### src/rtl/tli_div.sv
// Pipelined restoring divider, one quotient bit per stage, with a sideband.
module tli_div #(
   parameter int NUM_W  = 32,
   parameter int DEN_W  = 32,
   parameter int SIDE_W = 1
) (
   input  logic              clock,
   input  logic              reset,
   input  logic              adv,
   input  logic [DEN_W-1:0]  den,
   input  logic              in_valid,
   input  logic [NUM_W-1:0]  in_num,
   input  logic [SIDE_W-1:0] in_side,
   output logic              out_valid,
   output logic [NUM_W-1:0]  out_quo,
   output logic [DEN_W-1:0]  out_rem,
   output logic [SIDE_W-1:0] out_side
);

   logic [NUM_W-1:0]  v_ff;
   logic [DEN_W-1:0]  rem_ff  [NUM_W];
   logic [NUM_W-1:0]  nq_ff   [NUM_W];
   logic [SIDE_W-1:0] side_ff [NUM_W];

   logic [DEN_W-1:0]  rem_src [NUM_W];
   logic [NUM_W-1:0]  nq_src  [NUM_W];
   logic [SIDE_W-1:0] side_src [NUM_W];
   logic [DEN_W:0]    trial   [NUM_W];
   logic [DEN_W:0]    diff    [NUM_W];
   logic [NUM_W-1:0]  ge;
   logic [DEN_W-1:0]  rem_in  [NUM_W];
   logic [NUM_W-1:0]  nq_in   [NUM_W];

   // Per stage: shift in the next numerator bit, subtract when it fits
   always_comb begin
      for (int s = 0; s < NUM_W; s++) begin
         if (s == 0) begin
            rem_src[s]  = '0;
            nq_src[s]   = in_num;
            side_src[s] = in_side;
         end else begin
            rem_src[s]  = rem_ff[s-1];
            nq_src[s]   = nq_ff[s-1];
            side_src[s] = side_ff[s-1];
         end
         trial[s]  = {rem_src[s], nq_src[s][NUM_W-1]};
         diff[s]   = trial[s] - {1'b0, den};
         ge[s]     = (trial[s] >= {1'b0, den});
         rem_in[s] = ge[s] ? diff[s][DEN_W-1:0] : trial[s][DEN_W-1:0];
         nq_in[s]  = {nq_src[s][NUM_W-2:0], ge[s]};
      end
   end

   // Valid bits
   always_ff @(posedge clock) begin
      if (reset) begin
         v_ff <= '0;
      end else if (adv) begin
         v_ff <= {v_ff[NUM_W-2:0], in_valid};
      end
   end

   // Stage payload
   always_ff @(posedge clock) begin
      if (adv) begin
         for (int s = 0; s < NUM_W; s++) begin
            rem_ff[s]  <= rem_in[s];
            nq_ff[s]   <= nq_in[s];
            side_ff[s] <= side_src[s];
         end
      end
   end

   assign out_valid = v_ff[NUM_W-1];
   assign out_quo   = nq_ff[NUM_W-1];
   assign out_rem   = rem_ff[NUM_W-1];
   assign out_side  = side_ff[NUM_W-1];

endmodule

### config.mk
export PLATFORM = sky130hd
export DESIGN_NAME = tli_div
export DESIGN_NICKNAME = d
export VERILOG_FILES = /design/src/rtl/tli_div.sv
export SDC_FILE = /design/constraint.sdc
export NUM_CORES = 2
export LEC_CHECK = 0
export BUFFER_PORTS_ARGS = -buffer_cell sky130_fd_sc_hd__buf_4
export CAP_MARGIN = 20
export CORE_MARGIN = 2
export CORE_UTILIZATION = 58
export CTS_CLUSTER_SIZE = 20
export DETAILED_ROUTE_END_ITERATION = 6
export PLACE_DENSITY = 0.77
export SLEW_MARGIN = 20
export SYNTH_ARGS = -nofsm -noshare
export SYNTH_HDL_FRONTEND = slang
export SYNTH_SLANG_ARGS = --single-unit
export TNS_END_PERCENT = 50
### constraint.sdc
create_clock -name clock -period 4.5 [get_ports clock]
set_clock_uncertainty 0.15 [all_clocks]
set_input_delay 0.675 -clock clock [delete_from_list [all_inputs] [get_ports clock]]
set_output_delay 0.675 -clock clock [all_outputs]
set_load 0.02 [all_outputs]
==> results.yml <==
route:
  detail_route.vias_per_cell: 6.127
  detailroute.via_count: 95520
  dr.first_iter.drc_count: 9502
  drt-total-wl_um: 363000
  ant_nets: 0
  post_dr_wirelength_cell_um: 23.28
  first_pass_iters: 7
  detail_route.drc_violations: 1
global_routing:
  global_route.usage.total_pct: 32.72
  wire_length_of_the_first_global_routing_pass_um: 546100
  global_route.overflow_total: 0
  grt_max_degree: 130
  initial_antenna_violation_count: 20
  vias_in_the_first_global_route: 93530
yosys:
  synth.yosys.warnings: 0
  netlist_top_cells_area: "edfxtp_1 50%, ha_1 10%, o21ai_0 4.1%"
  avgSynthCellArea_um2: 11.12
  ys_ff_latch: 2112
  mappedNetlistNets: 12240
  synth_ff_type: "edfxtp_1"
  synth_area_mm2: 0.1240
  synthDominantCellAreaShare_pct: 50.39
  yosysSeqAreaShare_pct: 50.91
  asyncSetResetFlopFracSynth_pct: 0
  synth_cell_types: 107
  post_synth_edffs: 2080
  mapped_cells: 11150
  synthDominantAreaCellType: "edfxtp_1"
sta:
  finalHoldWorstSlack_ns: 0.2265
  setup-violations-final: 0
  final_max_slew_viol_count: 0
  setup_repair_after_global_routing_missed_its_margin: "no"
  clock.fmax_mhz: 236.3
  hold_violations: 0
  tns_ns: 0
  max-slew-margin-rel_pct: 28.04
  timing_worst_slew_pin_value_ns: 1.079
  fin_crit_ns: 4.233
  timing.final.crit_share_pct: 94.06
clock_network:
  clock_tree.htree_level_count: 4
  cts_buffer_depth: 3
  cts_buffer_count: 218
  cts_tree: "yes"
  worst_skew_pair.late_latency_ns: 0.90
  tritoncts_num_sinks: 2112
  clk_root_buffer_cell: "clkbuf_16"
  clkTransAtPathRegs_ns: 0.07
floorplan:
  die_height_um: 466.3
  floorplan.rows: 169
  design.die.area_mm2: 0.2174
  ios: 135
  fp.coreArea_mm2: 0.2123
  floorplan.die.width_um: 466.3
  initial_cell_density_of_the_core_pct: 58.39
worst_setup_path:
  critical_path.max_fanout: 3
  worstSetupPathType: "reg2reg"
  cp.required_ns: 4.95
  timing.critical_path.slowest_stage_cell: "a2111oi_0"
  rrSetupSlack_ns: 0.27
  cpPeakStageDelay_ns: 0.53
  critical_path.top_delay_family: "compound AO/OA/AOI/OAI gates"
  worst-endpoint-arrival_ns: 4.68
  worstPathCellList: "inv_1 -> ha_1 -> fa_1 -> nor2b_1 -> o31ai_1 -> a2111oi_0 -> buf_4 -> nor3_1 -> a2111oi_0 -> or3_1 -> a21oi_1 -> o21ba_2 -> o31ai_1 -> xor2_1 -> mux2_2"
  critPathLaunch: "nq_ff[0][479]$_DFFE_PP_"
  rr_startpoint: "nq_ff[0][479]$_DFFE_PP_"
  path_buf_inv: 2
  crit_end_category: "flop"
  cp-start-kind: "flop"
place:
  place_congestion: 0.9575
  port_buffers: 134
  place.detailed.hpwl_um: 267700
cells_and_area:
  layout.cells.most_common_list: "2080 x edfxtp_1, 1431 x buf_4, 1053 x nand2_1, 1005 x o21ai_0, 991 x ha_1"
  leading_cell_type_in_the_layout_fill_and_taps_excluded: "edfxtp_1"
  finalNetCount: 13670
  synthToLayoutAreaGrowth_pct: 18.38
  share_of_cells_above_drive_strength_1_pct: 17.85
pwr:
  leakagePower_nw: 59.77
  power.density_cell_area_mw_per_mm2: 779.1
  vdd_ir_drop_max_uv: 560.0
outcome:
  run_status: "finished with violations"
  failed_checks: "DRC"
min_path:
  worst_hold_startpoint: "nq_ff[1][326]$_DFFE_PP_"
  worst_hold_path_type: "reg2reg"
flow_run:
  maxCapViolCount: 0
==> synthesized netlist by cell type (48+ instances only) <==
cell type	instances
edfxtp_1	2080
nand2b_1	138
xnor2_1	460
mux2_2	205
nand3_1	185
ha_1	994
buf_2	56
o31ai_1	82
nor2_1	626
buf_4	71
a21o_1	488
o21a_1	151
a21oi_1	961
o21bai_1	107
a31oi_1	103
clkbuf_1	231
nand4_1	155
nor3_1	128
xor2_1	376
nor2b_1	150
nand2_1	1054
o31a_1	48
inv_1	312
o21ai_0	1005
a211oi_1	81
and3_1	79
mux2i_1	55
==> stage by stage <==
step / instances / utilization (%) / worst slack, ns / instance area, um^2 / power, mW
final: 15590 / 69.12 / 0.2673 / 146700 / 114.3
after global routing: 15580 / 69.11 / 0.1162 / 146700 / 121.2
after CTS: 15580 / 69.09 / 0.3166 / 146700 / 113.4
after detailed placement: 15140 / 65.46 / -0.2812 / 139000 / 94.18
after global placement: 15140 / 65.46 / -0.3095 / 139000 / 92.99
after floorplan: 11150 / - / -0.03208 / 124000 / 72.02
==> per-layer routing <==
layer	track usage (%)	vias up	share of wire, %
met5	0	-	0
met4	14.93	0	5.0
met3	5.024	869	7.5
met2	52.54	3895	46
met1	43.93	45800	42
li1	-	44960	-
==> kinds of logic after synthesis <==
logic type / share of synthesized area (%)
xor+xnor: 5.907
simple gates: 10.21
compound gates: 17.35
fa+ha+maj: 10.53
mux: 2.658
flops: 50.91
buf+inv: 2.436
==> flip-flops by register name, summed over array words and instances (netlist names) <==
name and flops:
nq_ff 1024, rem_ff 1024, side_ff 32, v_ff 32
==> where the power goes <==
part	switching (mW)	internal (mW)	total [mW]	leakage (nW)
Clock	8.16	10.3	18.5	3.53
Combinational	32.9	28.0	60.8	35.6
Sequential	4.43	30.6	35.0	20.6
Total	45.4	68.9	114	59.8
==> repair_timing <==
| item | in CTS | in global routing |
|---|---|---|
| setup buffers | 0 | 0 |
| endpoints found under the hold margin | 57 | 0 |
| hold buffers | 36 | 0 |
| resized for setup | 0 | 0 |
==> worst register-to-register path, stage by stage, from the launching register on <==
cell       delay [ns]
edfxtp_1         0.44
inv_1            0.08
ha_1             0.21
fa_1             0.41
nor2b_1          0.19
o31ai_1          0.14
a2111oi_0        0.53
buf_4            0.19
nor3_1           0.07
a2111oi_0        0.42
or3_1            0.18
a21oi_1          0.10
o21ba_2          0.23
o31ai_1          0.29
xor2_1           0.10
mux2_2           0.26
==> area by class of cell <==
cell class | count | area (um^2)
flip-flops and latches | 2112 | 63100
fillers | 15440 | 65570
clock inverters | 158 | 1772
diodes | 10 | 25.02
clock buffers | 249 | 5572
well taps | 2821 | 3530
multi-input cells | 8341 | 58070
inverters | 314 | 1182
repair buffers | 1585 | 13480
==> path summary, 6_finish.rpt <==
| path | end | cells past startpoint |
|---|---|---|
| worst max-delay path | rem_ff[0][510]$_DFFE_PP_ | 15 |
| worst min-delay path | nq_ff[1][359]$_DFFE_PP_ | 0 |
| worst max register to register | rem_ff[0][510]$_DFFE_PP_ | 15 |
| worst min register to register | nq_ff[1][359]$_DFFE_PP_ | 0 |
Note: power is estimated with default switching activity, not from simulation.
